[config.mk]
export PLATFORM = sky130hd
export DESIGN_NAME = salted_substitution_cipher_top_flat
export DESIGN_NICKNAME = d
export VERILOG_FILES = /design/src/rtl/ssc_pkg.sv /design/src/rtl/ssc_if.sv /design/src/rtl/ssc_table.sv /design/src/rtl/ssc_cfg_regs.sv /design/src/rtl/salted_substitution_cipher_top.sv /design/src/flat_wrapper.sv
export SDC_FILE = /design/constraint.sdc
export NUM_CORES = 1
export LEC_CHECK = 0
export BUFFER_PORTS_ARGS = -buffer_cell sky130_fd_sc_hd__buf_2
export CAP_MARGIN = 20
export CORE_UTILIZATION = 47
export CTS_CLUSTER_DIAMETER = 120
export DETAILED_ROUTE_END_ITERATION = 6
export PLACE_DENSITY = 0.64
export SLEW_MARGIN = 15
export SYNTH_ARGS = -nofsm -noshare
export SYNTH_HDL_FRONTEND = slang
export SYNTH_HIERARCHICAL = 1
export SYNTH_SLANG_ARGS = --single-unit
[constraint.sdc]
create_clock -name clk_i -period 9.2 [get_ports clk_i]
set_input_delay 1.84 -clock clk_i [delete_from_list [all_inputs] [get_ports clk_i]]
set_output_delay 1.84 -clock clk_i [all_outputs]
set_load 0.01 [all_outputs]
[src/rtl/ssc_pkg.sv]
// Shared types and constants for the salted substitution cipher.
// No dependencies; imported by every other file of the block.
package ssc_pkg;

  localparam int DataW      = 3;
  localparam int SymW       = 6;
  localparam int KindW      = 2;
  localparam int TableDepth = 64;
  localparam int AddrW      = $clog2(TableDepth);
  localparam int CfgIdxW    = 1;
  localparam int CfgDataW   = 1;

  localparam logic [DataW-1:0] MaskWide   = 3'h7;
  localparam logic [DataW-1:0] MaskNarrow = 3'h3;
  localparam logic [SymW-1:0]  SymMaskWide   = 6'h3f;
  localparam logic [SymW-1:0]  SymMaskNarrow = 6'h0f;

  typedef enum logic [KindW-1:0] {
    KindLoad    = 2'd0,
    KindProcess = 2'd1,
    KindChain   = 2'd2
  } kind_e;

  typedef enum logic [CfgIdxW-1:0] {
    RegSymbolMode = 1'b0,
    RegDirection  = 1'b1
  } reg_e;

  typedef logic [DataW-1:0] data_t;
  typedef logic [SymW-1:0]  sym_t;

  typedef struct packed {
    logic symbol_mode;
    logic direction;
  } cfg_t;

endpackage

[src/rtl/ssc_if.sv]
// Handshake channels of the cipher: configuration writes, input items, results.
// Depends on ssc_pkg for field widths.
interface ssc_cfg_if import ssc_pkg::*; ();
  logic                valid;
  logic                ready;
  logic [CfgIdxW-1:0]  index;
  logic [CfgDataW-1:0] data;
  modport source (output valid, index, data, input ready);
  modport sink   (input valid, index, data, output ready);
endinterface

interface ssc_in_if import ssc_pkg::*; ();
  logic             valid;
  logic             ready;
  logic [KindW-1:0] kind;
  logic [AddrW-1:0] index;
  logic [SymW-1:0]  entry;
  logic [DataW-1:0] plain_data;
  logic [DataW-1:0] salt;
  logic [SymW-1:0]  cipher_symbol;
  modport source (output valid, kind, index, entry, plain_data, salt, cipher_symbol,
                  input ready);
  modport sink   (input valid, kind, index, entry, plain_data, salt, cipher_symbol,
                  output ready);
endinterface

interface ssc_out_if import ssc_pkg::*; ();
  logic            valid;
  logic            ready;
  logic [SymW-1:0] value;
  modport source (output valid, value, input ready);
  modport sink   (input valid, value, output ready);
endinterface

[src/rtl/ssc_table.sv]
// Substitution table: 64 x 6 synchronous RAM, one write and one registered read port.
// Depends on ssc_pkg.
module ssc_table import ssc_pkg::*; (
  input  logic             clk_i,
  input  logic             we_i,
  input  logic [AddrW-1:0] waddr_i,
  input  sym_t             wdata_i,
  input  logic             re_i,
  input  logic [AddrW-1:0] raddr_i,
  output sym_t             rdata_o
);

  sym_t mem [TableDepth];
  sym_t rdata_q;

  always_ff @(posedge clk_i) begin
    if (we_i) begin
      mem[waddr_i] <= wdata_i;
    end
    if (re_i) begin
      rdata_q <= mem[raddr_i];
    end
  end

  assign rdata_o = rdata_q;

endmodule

[src/rtl/ssc_cfg_regs.sv]
// Configuration registers (symbol mode, direction) behind the write channel.
// Depends on ssc_pkg and ssc_cfg_if.
module ssc_cfg_regs import ssc_pkg::*; (
  input  logic       clk_i,
  input  logic       rst_ni,
  ssc_cfg_if.sink    cfg_i,
  output cfg_t       cfg_o
);

  cfg_t cfg_q, cfg_d;

  assign cfg_i.ready = 1'b1;

  always_comb begin
    cfg_d = cfg_q;
    if (cfg_i.valid) begin
      unique case (reg_e'(cfg_i.index))
        RegSymbolMode: cfg_d.symbol_mode = cfg_i.data[0];
        RegDirection:  cfg_d.direction   = cfg_i.data[0];
      endcase
    end
  end

  always_ff @(posedge clk_i or negedge rst_ni) begin
    if (!rst_ni) begin
      cfg_q <= '{symbol_mode: 1'b1, direction: 1'b0};
    end else begin
      cfg_q <= cfg_d;
    end
  end

  assign cfg_o = cfg_q;

endmodule

[src/rtl/salted_substitution_cipher_top.sv]
// Salted substitution cipher top level: config regs, table RAM, read stage and result register.
// Depends on ssc_pkg, ssc_if, ssc_table and ssc_cfg_regs.
//
// Takes one item per cycle while the result register is not stalled, and gives a process item's
// result through the table RAM's registered read and then the result register. Load items
// write the table at acceptance; chain and load items give no result. The encrypt address is
// built from the chain state forwarded out of the read stage, so consecutive symbols need no
// bubble. A stalled result register holds the read stage and, through it, the input.
module salted_substitution_cipher_top import ssc_pkg::*; (
  input  logic      clk_i,
  input  logic      rst_ni,
  ssc_cfg_if.sink   cfg_i,
  ssc_in_if.sink    in_i,
  ssc_out_if.source out_o
);

  cfg_t  cfg;
  data_t mask;
  sym_t  sym_mask;

  logic  accept;
  logic  s1_adv;
  logic  s1_valid_q;
  logic [KindW-1:0] s1_kind_q;
  data_t s1_data_q, s1_salt_q;

  data_t chain_data_q, chain_data_d, chain_salt_q, chain_salt_d;
  sym_t  rdata, ds;
  data_t cs, cd, dec_d, dec_s;

  data_t in_d, in_s, fwd_d, fwd_s, enc_hi, enc_lo;
  sym_t  enc_addr, dec_addr;
  logic [AddrW-1:0] raddr;

  logic  out_valid_q;
  sym_t  out_value_q;

  ssc_cfg_regs u_cfg (
    .clk_i  (clk_i),
    .rst_ni (rst_ni),
    .cfg_i  (cfg_i),
    .cfg_o  (cfg)
  );

  assign mask     = cfg.symbol_mode ? MaskWide : MaskNarrow;
  assign sym_mask = cfg.symbol_mode ? SymMaskWide : SymMaskNarrow;

  assign s1_adv     = !out_valid_q || out_o.ready;
  assign in_i.ready = !s1_valid_q || s1_adv;
  assign accept     = in_i.valid && in_i.ready;

  // read stage: undo chaining on decrypt
  assign ds    = rdata & sym_mask;
  assign cs    = chain_salt_q & mask;
  assign cd    = chain_data_q & mask;
  assign dec_d = (cfg.symbol_mode ? ds[5:3] : {1'b0, ds[3:2]}) ^ cs;
  assign dec_s = (cfg.symbol_mode ? ds[2:0] : {1'b0, ds[1:0]}) ^ cd;

  always_comb begin
    chain_data_d = chain_data_q;
    chain_salt_d = chain_salt_q;
    if (s1_valid_q && s1_adv) begin
      if (s1_kind_q == KindChain) begin
        chain_data_d = s1_data_q;
        chain_salt_d = s1_salt_q;
      end else if (s1_kind_q == KindProcess) begin
        chain_data_d = cfg.direction ? dec_d : s1_data_q;
        chain_salt_d = cfg.direction ? dec_s : s1_salt_q;
      end
    end
  end

  // accept stage: table address, chain forwarded from the read stage
  assign in_d   = in_i.plain_data & mask;
  assign in_s   = in_i.salt & mask;
  assign fwd_d  = chain_data_d & mask;
  assign fwd_s  = chain_salt_d & mask;
  assign enc_hi = in_d ^ fwd_s;
  assign enc_lo = in_s ^ fwd_d;
  assign enc_addr = cfg.symbol_mode ? {enc_hi, enc_lo} : {2'b00, enc_hi[1:0], enc_lo[1:0]};
  assign dec_addr = in_i.cipher_symbol & sym_mask;
  assign raddr    = cfg.direction ? dec_addr : enc_addr;

  ssc_table u_table (
    .clk_i   (clk_i),
    .we_i    (accept && (in_i.kind == KindLoad)),
    .waddr_i (in_i.index),
    .wdata_i (in_i.entry),
    .re_i    (accept),
    .raddr_i (raddr),
    .rdata_o (rdata)
  );

  always_ff @(posedge clk_i or negedge rst_ni) begin
    if (!rst_ni) begin
      s1_valid_q   <= 1'b0;
      out_valid_q  <= 1'b0;
      chain_data_q <= '0;
      chain_salt_q <= '0;
    end else begin
      chain_data_q <= chain_data_d;
      chain_salt_q <= chain_salt_d;
      if (in_i.ready) begin
        s1_valid_q <= in_i.valid;
      end
      if (s1_adv) begin
        out_valid_q <= s1_valid_q && (s1_kind_q == KindProcess);
      end
    end
  end

  always_ff @(posedge clk_i) begin
    if (accept) begin
      s1_kind_q <= in_i.kind;
      s1_data_q <= (in_i.kind == KindChain) ? in_i.plain_data : in_d;
      s1_salt_q <= (in_i.kind == KindChain) ? in_i.salt : in_s;
    end
    if (s1_adv && s1_valid_q && (s1_kind_q == KindProcess)) begin
      out_value_q <= cfg.direction ? {3'b000, dec_d} : ds;
    end
  end

  assign out_o.valid = out_valid_q;
  assign out_o.value = out_value_q;

endmodule

[src/flat_wrapper.sv]
// flat-port wrapper written by rule: the top's interface ports become plain ports
module salted_substitution_cipher_top_flat import ssc_pkg::*;
  (clk_i, rst_ni, cfg_i_valid, cfg_i_index, cfg_i_data, cfg_i_ready, in_i_valid, in_i_kind, in_i_index, in_i_entry, in_i_plain_data, in_i_salt, in_i_cipher_symbol, in_i_ready, out_o_valid, out_o_value, out_o_ready);
  ssc_cfg_if cfg_i_i ();
  ssc_in_if in_i_i ();
  ssc_out_if out_o_i ();
  input  logic clk_i;
  input  logic rst_ni;
  input wire logic [$bits(cfg_i_i.valid)-1:0] cfg_i_valid;
  input wire logic [$bits(cfg_i_i.index)-1:0] cfg_i_index;
  input wire logic [$bits(cfg_i_i.data)-1:0] cfg_i_data;
  output wire logic [$bits(cfg_i_i.ready)-1:0] cfg_i_ready;
  input wire logic [$bits(in_i_i.valid)-1:0] in_i_valid;
  input wire logic [$bits(in_i_i.kind)-1:0] in_i_kind;
  input wire logic [$bits(in_i_i.index)-1:0] in_i_index;
  input wire logic [$bits(in_i_i.entry)-1:0] in_i_entry;
  input wire logic [$bits(in_i_i.plain_data)-1:0] in_i_plain_data;
  input wire logic [$bits(in_i_i.salt)-1:0] in_i_salt;
  input wire logic [$bits(in_i_i.cipher_symbol)-1:0] in_i_cipher_symbol;
  output wire logic [$bits(in_i_i.ready)-1:0] in_i_ready;
  output wire logic [$bits(out_o_i.valid)-1:0] out_o_valid;
  output wire logic [$bits(out_o_i.value)-1:0] out_o_value;
  input wire logic [$bits(out_o_i.ready)-1:0] out_o_ready;
  assign cfg_i_i.valid = cfg_i_valid;
  assign cfg_i_i.index = cfg_i_index;
  assign cfg_i_i.data = cfg_i_data;
  assign cfg_i_ready = cfg_i_i.ready;
  assign in_i_i.valid = in_i_valid;
  assign in_i_i.kind = in_i_kind;
  assign in_i_i.index = in_i_index;
  assign in_i_i.entry = in_i_entry;
  assign in_i_i.plain_data = in_i_plain_data;
  assign in_i_i.salt = in_i_salt;
  assign in_i_i.cipher_symbol = in_i_cipher_symbol;
  assign in_i_ready = in_i_i.ready;
  assign out_o_valid = out_o_i.valid;
  assign out_o_value = out_o_i.value;
  assign out_o_i.ready = out_o_ready;
  salted_substitution_cipher_top u_core (.clk_i(clk_i), .rst_ni(rst_ni), .cfg_i(cfg_i_i), .in_i(in_i_i), .out_o(out_o_i));
endmodule
==> reports/metrics.csv, run 1 <==
stage,metric,value,unit
status,outcome,completed,
detailed_routing,via count of the routed design,8332,
flow_run,Max Cap Viol,0,
timing,fmax,0.193,GHz
clocking,Clk Tree Root Cell,clkbuf_16,
critical_path,Worst R2R Path Depth,13,
synthesis,Synth cell types,65,
synthesis,#FFs+latches synth,414,
clocking,Clock Latency Late Sink,540,ps
detailed_routing,Antenna Nets Post-Route,0,
global_routing,Overall Global Routing Usage,0.201,
synthesis,post-synthesis cell count,852,
global_routing,initial antenna violation count,0,
timing,final hold violations,0,
hold_path,worst hold path class,reg2reg,
global_routing,number of global-route vias before repair,8395,
synthesis,"EDFF count, synth",404,
timing,Final period util,0.563,
synthesis,main flop type after synthesis,edfxtp_1,
clocking,PostCTS Resize Cnt,0,
layout,Final nets,940,
critical_path,WP data required,9600,ps
synthesis,synth warn,6,
hold_path,hold path startpoint,u_core/s1_salt_q[0]$_DFFE_PP_,
hold_path,Hold Crit Depth,1,
critical_path,"Max FO, Critical Path",59,
critical_path,Worst R2R Setup Slack,4840,ps
layout,Seq. cell area,12400,µm²
floorplan,# rows,68,
pwr,PwrDens,244,nW/µm²
detailed_routing,router iterations before antenna repair,4,
global_routing,global-route wire length before repair,53000,µm
critical_path,"Arr. time, crit path",5570,ps
pwr,maximum resistive drop on vdd,0.160,mV
critical_path,reg2reg end,u_core/u_table/rdata_o[1]$_DFFE_PP_,
timing,relative slew slack,0.388,
clocking,TritonCTS clock tree,yes,
global_routing,pin count of the biggest net entering global routing,100,
clocking,# Post-CTS Setup Buffers,0,
timing,post-route setup TNS,0,ps
timing,RSZ-0062 raised after global routing,false,
clocking,CTS Hold Bufs,0,
placed_design,Placed Area,17300,µm²
detailed_routing,detailed-route wire length,35200,µm
floorplan,core area,34700,µm²
timing,"Slew Viols, Final",0,
detailed_routing,DR vias/cell,5.98,
global_routing,grt total ovfl,0,
detailed_routing,final routed DRC violation total,0,
layout,Multi-input gate area,4020,µm²
clocking,"CTS clk-pin slew, worst paths",60,ps
placed_design,HPWL after DPL,20800,µm
clocking,CTS Buf Count,43,
synthesis,ys async rst share,0.0242,
hold_path,Worst Hold End,u_core/chain_salt_q[0]$_DFF_PN0_,
placed_design,final RePlAce weighted congestion,0.787,
timing,Final Skew,11.1,ps
placed_design,placed cells,1316,
synthesis,Netlist Area Pre-Place,16700,µm²
clocking,number of clock sinks,414,
timing,minimum clock period,5180,ps
floorplan,die area,36200,µm²
floorplan,Die W,190,µm
synthesis,"Net Count, Synth",885,
layout,layout cell share with drive strength beyond 1,0.243,
layout,Antenna diodes,0,
layout,Final Instance Count excl. Fillers,1393,
layout,fin area,18700,µm²
critical_path,WS Path Type,in2reg,
floorplan,Ports,42,
synthesis,sequential area share after synthesis,0.742,
placed_design,# port buffers,40,
critical_path,crit start category,input port,
clocking,htree depth,2,
timing,final setup fails,0,
timing,worst-margin pin slew,912,ps
floorplan,die height,190,µm
critical_path,Setup crit end kind,flop,
pwr,Leak Pwr,5.90,nW
synthesis,Avg Synthesized Cell Area,19.6,µm²
layout,synth-to-layout area growth,12.0,%
detailed_routing,DR iter-0 viols,734,
placed_design,DP Worst Slack,3540,ps
clocking,clk buf depth,3,
floorplan,Initial Utilization,0.481,
layout,fillers,2686,
timing,Worst Slack Setup Final,4020,ps
critical_path,r2r startpoint,u_core/u_cfg/cfg_o[1]$_DFFE_PN1P_,
detailed_routing,routed len/inst,25.3,µm
[sequential cells by signal, indices dropped and copies added (netlist names)]
register and flops:
u_core/u_table/mem 384, u_core/out_o.value 6, u_core/u_table/rdata_o 6, u_core/chain_data_q 3, u_core/chain_salt_q 3, u_core/s1_data_q 3, u_core/s1_salt_q 3, u_core/s1_kind_q 2
u_core/u_cfg/cfg_o 2, u_core/out_o.valid 1, u_core/s1_valid_q 1
[worst max path at each step]
stage / start / to / slack (ps)
5_1_grt: out_o_ready / u_core/u_table/rdata_o[0]$_DFFE_PP_ / 3910
3_5_place_dp: out_o_ready / u_core/u_table/rdata_o[0]$_DFFE_PP_ / 3540
4_1_cts: out_o_ready / u_core/u_table/rdata_o[0]$_DFFE_PP_ / 4080
3_3_place_gp: out_o_ready / u_core/u_table/rdata_o[0]$_DFFE_PP_ / 3490
6_report: out_o_ready / u_core/u_table/rdata_o[1]$_DFFE_PP_ / 4020
2_1_floorplan: out_o_ready / u_core/u_table/rdata_o[3]$_DFFE_PP_ / 4350
[through the flow]
step	util	hold WS [ps]	power (mW)
2_1_floorplan	-	478	2.73
4_1_cts	0.538	549	4.61
3_3_place_gp	0.499	539	2.93
3_5_place_dp	0.499	529	2.93
6_report	0.538	556	4.56
5_1_grt	0.538	574	4.72
[cells in the mapped netlist, drive strengths merged (3+ instances only)]
cell type  count  area, µm²
a211oi         7       52.6
a21oi         14       73.8
a221oi         6       58.8
a22oi          3       27.5
a31oi          4       25.0
a32o           3       30.0
and2           4       25.0
buf           26        215
clkbuf        18       78.8
dfrtp          9        225
edfxtp       404      12100
inv            9       33.8
mux2          12        143
mux2i         17        170
mux4          93       2120
nand2         19       71.3
nand2b        10       62.6
nand3         13       65.1
nand3b         4       30.0
nor2          75        282
nor2b         13       81.3
nor3           7       35.0
o21ai         12       60.1
o221ai         9       78.8
o22a           7       70.1
o22ai         12       75.1
or2            3       18.8
or3            3       23.8
xnor2          5       43.8
xor2           7       61.3
[metal layers]
| layer | track usage | vias up | part of all wire |
|---|---|---|---|
| met1 | 0.291 | 4343 | 0.43 |
| met5 | 0 | - | 0 |
| met3 | 0.0361 | 68 | 0.071 |
| li1 | - | 3601 | - |
| met4 | 0.0671 | 0 | 0.027 |
| met2 | 0.308 | 320 | 0.47 |
[critical path, stage by stage]
cell      delay [ps]
buf_2            100
and2b_4          260
nor2_1            90
a211o_1          270
a31o_2           230
xor2_1           160
o21ai_4          120
buf_4            410
buf_4            740
mux4_2           370
o22a_1           150
o221ai_1         140
nor3_1           410
o22a_1           200
[cells in the final DEF, fill, tap and decap left out, types with 12 or more instances in the layout]
master	netlist	routed
buf_2	14	39
mux2i_1	17	17
mux4_2	87	87
buf_4	3	13
a21oi_1	13	13
nand2_1	19	19
clkbuf_1	16	12
edfxtp_1	404	404
clkinv_1	0	12
clkbuf_16	0	45
nor2_1	75	75
nor2b_1	13	13
o22ai_1	12	12
nand3_1	13	13
[power breakdown]
| group | total (mW) | switching [mW] | internal [mW] | leakage, nW |
|---|---|---|---|---|
| Sequential | 2.13 | 0.0272 | 2.11 | 3.76 |
| Clock | 1.67 | 0.672 | 1.00 | 0.656 |
| Combinational | 0.757 | 0.418 | 0.339 | 1.49 |
| Total | 4.56 | 1.12 | 3.45 | 5.90 |
[cells by family (layout without fill, tap and decap cells)]
kind of cell / after synthesis / in the layout / synth area share
muxes: 122 / 122 / 0.146
xor gates and xnor gates: 12 / 12 / 0.00630
AOI/OAI and AO/OA: 87 / 87 / 0.0384
and+or+nand+nor: 163 / 163 / 0.0474
other: 1 / 1 / 0.000225
buffers and inverters: 53 / 139 / 0.0197
DFF: 414 / 414 / 0.742
[cell type report]
cell class                      instances  area share
Multi-Input combinational cell        385       0.215
Tap cell                              455      0.0305
Sequential cell                       414       0.663
Clock inverter                         19     0.00964
Timing Repair Buffer                   54      0.0178
Inverter                                9     0.00181
Clock buffer                           57      0.0627
(Power assumes the default switching activity.)
==> run 2: changes to the inputs <==
--- a/config.mk
+++ b/config.mk
@@ -5,12 +5,13 @@
 export SDC_FILE = /design/constraint.sdc
 export NUM_CORES = 1
 export LEC_CHECK = 0
+export ABC_AREA = 1
 export BUFFER_PORTS_ARGS = -buffer_cell sky130_fd_sc_hd__buf_2
 export CAP_MARGIN = 20
 export CORE_UTILIZATION = 47
 export CTS_CLUSTER_DIAMETER = 120
 export DETAILED_ROUTE_END_ITERATION = 6
-export PLACE_DENSITY = 0.64
+export PLACE_DENSITY = 0.66
 export SLEW_MARGIN = 15
 export SYNTH_ARGS = -nofsm -noshare
 export SYNTH_HDL_FRONTEND = slang
==> constraint.sdc (replaced) <==
create_clock -name clk_i -period 4.65 [get_ports clk_i]
set_input_delay 0.93 -clock clk_i [delete_from_list [all_inputs] [get_ports clk_i]]
set_output_delay 0.93 -clock clk_i [all_outputs]
set_load 0.01 [all_outputs]
==> reports/metrics.csv, run 2 <==
stage,metric,value,unit
detailed_routing,router iterations before antenna repair,5,
synthesis,post-synthesis cell count,1565,
timing,relative slew slack,0.385,
synthesis,Compound-Gate Fraction of Synth Area,0.00380,
clocking,PostCTS Resize Cnt,0,
synthesis,Adder-Cell Fraction of Synth Area,0,
critical_path,WP buf/inv,2,
layout,most flop-heavy register,u_core/u_table/mem,
floorplan,Die W,195,µm
synthesis,most common cell in the synthesized netlist,nand2_1,
synthesis,"Net Count, Synth",1598,
timing,final setup fails,0,
synthesis,multiplexer share of the synthesized area,0,
detailed_routing,detailed-route wire length,42700,µm
synthesis,Avg Synthesized Cell Area,11.1,µm²
synthesis,Post-synth top cells,"nand2_1, edfxtp_1, nand3_1, nor2_1, buf_2",
global_routing,number of global-route vias before repair,11300,
synthesis,Synth top area share,0.696,
critical_path,WS Path Type,reg2reg,
timing,post-route setup TNS,0,ps
timing,final hold slack,247,ps
clocking,"CTS clk-pin slew, worst paths",60,ps
critical_path,"Max FO, Critical Path",38,
clocking,clk buf depth,3,
global_routing,pin count of the biggest net entering global routing,193,
flow_run,Max Cap Viol,0,
clocking,Clock Latency Late Sink,570,ps
pwr,Design Power,9.30,mW
critical_path,"Largest stage delay, worst path",640,ps
layout,fillers,3074,
clocking,# Post-CTS Setup Buffers,0,
global_routing,grt total ovfl,0,
synthesis,Netlist Area Pre-Place,17400,µm²
critical_path,critical path startpoint,u_core/u_cfg/cfg_o[1]$_DFFE_PN1P_,
placed_design,# port buffers,40,
clocking,number of clock sinks,414,
detailed_routing,via count of the routed design,11800,
timing,RSZ-0062 raised after global routing,false,
placed_design,final RePlAce weighted congestion,0.872,
timing,Final Skew,20.7,ps
detailed_routing,final routed DRC violation total,0,
timing,Final period util,0.740,
synthesis,synth warn,6,
layout,Largest register FFs,384,
layout,synth-to-layout area growth,11.6,%
layout,most frequent cells in the layout,"nand2_1, edfxtp_1, nand3_1",
critical_path,WP data required,4960,ps
timing,Worst Slack Setup Final,1210,ps
floorplan,die area,37900,µm²
critical_path,crit start category,flop,
clocking,Clk Tree Root Cell,clkbuf_16,
synthesis,Synth Area in XOR/XNOR,0.000502,
timing,worst-margin pin slew,922,ps
pwr,PwrDens,478,nW/µm²
placed_design,HPWL after DPL,25600,µm
critical_path,crit path cell chain,"inv_1, nand2_1, nand2_1, nand2_1, nand3_1, nand3_1, nand3_2, nand2_1, nand3_1, nand2_4, buf_4, nand3_1, nand3_1, nand2_1, nand2_1, nand3_1, nand3_1, nand2_1",
synthesis,#FFs+latches synth,414,
critical_path,Setup crit end kind,flop,
synthesis,synth top area cells,"edfxtp_1, nand2_1, nand3_1, nor2_1, dfrtp_1",
layout,Antenna diodes,0,
synthesis,Synth cell types,30,
timing,minimum clock period,3440,ps
floorplan,# rows,70,
critical_path,"Arr. time, crit path",3750,ps
synthesis,post-synthesis simple-gate area fraction,0.249,
timing,final hold violations,0,
floorplan,core area,36500,µm²
status,outcome,completed,
clocking,CTS Buf Count,44,
detailed_routing,DR iter-0 viols,1194,
global_routing,initial antenna violation count,0,
detailed_routing,Antenna Nets Post-Route,0,
clocking,CTS Hold Bufs,0,
floorplan,die height,195,µm
layout,"most common cell after layout, fill and taps aside",nand2_1,
floorplan,Initial Utilization,0.477,
hold_path,worst hold path class,in2async,
clocking,htree depth,2,
critical_path,Critical Path Slowest Stage Cell,dfstp_2,
clocking,TritonCTS clock tree,yes,
synthesis,"EDFF count, synth",404,
synthesis,"area leader, netlist",edfxtp_1,
pwr,Leak Pwr,7.23,nW
critical_path,"delay-heaviest family, CP",simple AND/OR/NAND/NOR gates,
global_routing,Overall Global Routing Usage,0.228,
floorplan,Ports,42,
layout,layout cell share with drive strength beyond 1,0.0961,
detailed_routing,routed len/inst,20.3,µm
synthesis,ys async rst share,0.0242,
synthesis,sequential area share after synthesis,0.710,
critical_path,r2r startpoint,u_core/u_cfg/cfg_o[1]$_DFFE_PN1P_,
timing,"Slew Viols, Final",0,
layout,Final nets,1635,
synthesis,largest family of logic cells by synthesized area,simple AND/OR/NAND/NOR gates,
pwr,maximum resistive drop on vdd,0.306,mV
timing,fmax,0.290,GHz
global_routing,global-route wire length before repair,65800,µm
detailed_routing,DR vias/cell,5.62,
synthesis,main flop type after synthesis,edfxtp_1,
placed_design,DP Worst Slack,673,ps
-- run 2: cell families after synthesis --
| family | after synthesis |
|---|---|
| XOR/XNOR | 1 |
| AND/OR/NAND/NOR | 1005 |
| flip-flops | 414 |
| other | 1 |
| buffers and inverters | 132 |
| AO/OA/AOI/OAI | 12 |
-- run 2: worst paths after layout --
kind / to / slack [ps] / depth (start not counted)
min: u_core/chain_salt_q[1]$_DFF_PN0_ / 250 / 1
min reg2reg: u_core/u_cfg/cfg_o[1]$_DFFE_PN1P_ / 550 / 2
max: u_core/u_table/rdata_o[3]$_DFFE_PP_ / 1210 / 18
max reg2reg: u_core/u_table/rdata_o[3]$_DFFE_PP_ / 1210 / 18
max in group asynchronous: u_core/u_cfg/cfg_o[1]$_DFFE_PN1P_ / 4120 / 1
min in group clk_i: u_core/u_cfg/cfg_o[1]$_DFFE_PN1P_ / 550 / 2
-- run 2: layout make-up --
class	count	area, µm²	area share
clock buffers	50	1140	0.0588
clock inverters	28	216	0.0111
inverters	44	169	0.00868
multi-input cells	1019	4430	0.228
flip-flops and latches	414	12400	0.636
well taps	468	586	0.0301
repair buffers	79	531	0.0273
-- run 2: layer usage --
| metal | vias to the layer above | GRT usage | wire length [µm] |
|---|---|---|---|
| li1 | 5523 | - | - |
| met1 | 5691 | 0.321 | 18300 |
| met2 | 523 | 0.352 | 19600 |
| met3 | 82 | 0.0465 | 3460 |
| met4 | 0 | 0.0838 | 1310 |
| met5 | - | 0 | 0 |
-- run 2: stage by stage --
step	area [µm²]	std cells	util
CTS	19500	2102	0.533
detailed placement	18100	2024	0.496
floorplan	17400	1565	-
finish	19500	2102	0.533
global route	19500	2102	0.533
global placement	18100	2024	0.496
-- run 2: power breakdown --
part / total, mW / internal (mW) / switching (mW)
sequential: 4.21 / 4.16 / 0.0490
clock: 3.33 / 1.93 / 1.40
combinational: 1.76 / 0.491 / 1.26
==> run 3: changes to the inputs <==
==> constraint.sdc (replaced) <==
create_clock -name clk_i -period 2.8 [get_ports clk_i]
set_input_delay 0.56 -clock clk_i [delete_from_list [all_inputs] [get_ports clk_i]]
set_output_delay 0.56 -clock clk_i [all_outputs]
set_load 0.01 [all_outputs]
==> reports/metrics.csv, run 3 (synthesis results as in run 2) <==
stage,metric,value,unit
status,outcome,completed,
floorplan,Die W,195,µm
timing,final setup fails,0,
floorplan,Ports,42,
timing,worst-margin pin slew,749,ps
critical_path,critical path startpoint,u_core/s1_kind_q[0]$_DFFE_PP_,
clocking,Clk Tree Root Cell,clkbuf_16,
flow_run,Max Cap Viol,0,
layout,Antenna diodes,0,
placed_design,DP Worst Slack,-298,ps
critical_path,"Arr. time, crit path",3080,ps
critical_path,Worst R2R Setup Slack,5,ps
placed_design,Placed Area,19200,µm²
clocking,"CTS clk-pin slew, worst paths",60,ps
clocking,clk buf depth,3,
pwr,maximum resistive drop on vdd,0.419,mV
pwr,P_sw,4.81,mW
pwr,Gate power share,0.246,
global_routing,Overall Global Routing Usage,0.233,
clocking,Clock Latency Late Sink,550,ps
critical_path,"Largest stage delay, worst path",470,ps
critical_path,Worst R2R Path Depth,19,
critical_path,crit path cell chain,"nor2_4, buf_4, buf_4, buf_4, nand3b_1, nand3_2, nand2_2, nand3_2, nand3_2, nand2_4, clkinvlp_4, buf_6, clkbuf_16, nand3_1, nand2_1, nand2_1, nand3_2, nand3_2, nand2_1",
layout,"most common cell after layout, fill and taps aside",nand2_1,
pwr,Sw Ratio,0.296,
floorplan,die area,37900,µm²
floorplan,# rows,70,
floorplan,Initial Utilization,0.477,
critical_path,r2r startpoint,u_core/s1_kind_q[0]$_DFFE_PP_,
floorplan,core area,36500,µm²
critical_path,crit start category,flop,
global_routing,grt total ovfl,0,
global_routing,global-route wire length before repair,67400,µm
layout,layout cell share with drive strength beyond 1,0.204,
detailed_routing,top layer in use,met4,
pwr,Design Power,16.2,mW
detailed_routing,detailed-route wire length,46300,µm
detailed_routing,DR vias/cell,5.65,
timing,RSZ-0062 raised after global routing,true,
global_routing,pin count of the biggest net entering global routing,65,
pwr,PwrDens,761,nW/µm²
critical_path,reg2reg end,u_core/u_table/rdata_o[2]$_DFFE_PP_,
placed_design,final RePlAce weighted congestion,0.927,
timing,"Slew Viols, Final",0,
layout,synth-to-layout area growth,22.5,%
critical_path,Crit path top cell by count,nand3_2,
clocking,number of clock sinks,414,
timing,Final Skew,14.3,ps
detailed_routing,router iterations before antenna repair,5,
timing,Final period util,0.998,
detailed_routing,via count of the routed design,12700,
timing,final hold violations,0,
critical_path,"Max FO, Critical Path",6,
placed_design,placed cells,2136,
placed_design,# port buffers,40,
detailed_routing,met2 WL post-DR,21200,µm
critical_path,Setup crit end kind,flop,
critical_path,WP data required,3090,ps
layout,Largest register FFs,384,
timing,fmax,0.358,GHz
pwr,Flop pwr share,0.430,
detailed_routing,routed len/inst,20.6,µm
layout,fin area,21400,µm²
pwr,P_int,11.4,mW
timing,minimum clock period,2800,ps
clocking,CTS Buf Count,43,
clocking,htree depth,2,
critical_path,crit path capture,u_core/u_table/rdata_o[2]$_DFFE_PP_,
timing,Worst Slack Setup Final,4.88,ps
pwr,Clock Power Share,0.324,
layout,fillers,2888,
detailed_routing,final routed DRC violation total,0,
pwr,Leak Pwr,8.22,nW
placed_design,HPWL after DPL,27500,µm
hold_path,worst hold path class,in2reg,
layout,Final Instance Count excl. Fillers,2243,
layout,Final nets,1777,
layout,most frequent cells in the layout,"nand2_1, edfxtp_1, nand3_1",
global_routing,initial antenna violation count,0,
detailed_routing,Metal-1 WL,19300,µm
critical_path,Critical Path Slowest Stage Cell,edfxtp_1,
detailed_routing,DR iter-0 viols,1304,
global_routing,number of global-route vias before repair,11900,
critical_path,WS Path Type,reg2reg,
clocking,TritonCTS clock tree,yes,
layout,most flop-heavy register,u_core/u_table/mem,
detailed_routing,Met3 Routed Length,4460,µm
timing,relative slew slack,0.500,
detailed_routing,Antenna Nets Post-Route,0,
floorplan,die height,195,µm
[run 3: cell types whose count changed in the layout (fill, tap and decap cells not counted), moves of 11 or more]
cell	before	now
buf_12	3	29
nand2_1	551	535
buf_4	36	129
nand3_1	353	304
nand3_2	6	54
nand2_2	1	16
buf_6	0	11
[run 3: worst max-delay path: cells and delay by family (launching register included)]
kind,cells,cell delay [ps]
buf+inv,6,780
flops,1,470
simple gates,13,1270
[run 3: worst min-delay path by stage]
stage	startpoint	to	slack, ps	cells after the start
floorplan	rst_ni	u_core/chain_data_q[0]$_DFF_PN0_	260	0
global placement	rst_ni	u_core/s1_valid_q$_DFFE_PN0N_	450	1
detailed placement	rst_ni	u_core/u_cfg/cfg_o[0]$_DFFE_PN0P_	460	1
CTS	in_i_salt[1]	u_core/s1_salt_q[1]$_DFFE_PP_	230	1
global route	in_i_kind[0]	u_core/s1_kind_q[0]$_DFFE_PP_	240	1
finish	in_i_salt[1]	u_core/s1_salt_q[1]$_DFFE_PP_	240	1
[run 3: what timing repair did]
| action | CTS | global route |
|---|---|---|
| cloned | 1 | 9 |
| pin swaps | 1 | 17 |
| setup buffers | 3 | 17 |
| setup endpoints to repair | 5 | 6 |
| gates resized for setup | 7 | 94 |
| hold endpoints to repair | 9 | 0 |
| hold buffers | 1 | 0 |
[run 3: layout make-up]
cell class / count / area (µm²) / share of cell area
sequential: 414 / 12400 / 0.580
clock inverter: 22 / 156 / 0.00732
inverter: 44 / 180 / 0.00844
timing repair buffer: 222 / 2190 / 0.103
multi-input combinational: 1019 / 4740 / 0.222
tap: 468 / 586 / 0.0274
clock buffer: 54 / 1120 / 0.0523
[run 3: power by group through the flow]
| stage | Sequential (mW) | Combinational [mW] | Clock (mW) |
|---|---|---|---|
| floorplan | 7.08 | 2.04 | 0 |
| global placement | 7.11 | 3.26 | 0 |
| detailed placement | 7.11 | 3.29 | 0 |
| CTS | 6.98 | 3.39 | 5.34 |
| global route | 6.99 | 4.29 | 5.56 |
| finish | 6.98 | 3.99 | 5.26 |
[run 3: stage by stage]
stage / hold slack (ps) / util / setup TNS, ps
2_1_floorplan: 264 / - / 0
3_3_place_gp: 449 / 0.527 / -1130
3_5_place_dp: 456 / 0.527 / -1310
4_1_cts: 227 / 0.565 / 0
5_1_grt: 236 / 0.585 / -570
6_report: 239 / 0.585 / 0
[run 3: routing by layer]
| layer | vias to the layer above | GRT usage |
|---|---|---|
| met3 | 116 | 0.0352 |
| li1 | 5824 | - |
| met5 | - | 0 |
| met2 | 650 | 0.366 |
| met1 | 6073 | 0.336 |
| met4 | 0 | 0.0752 |
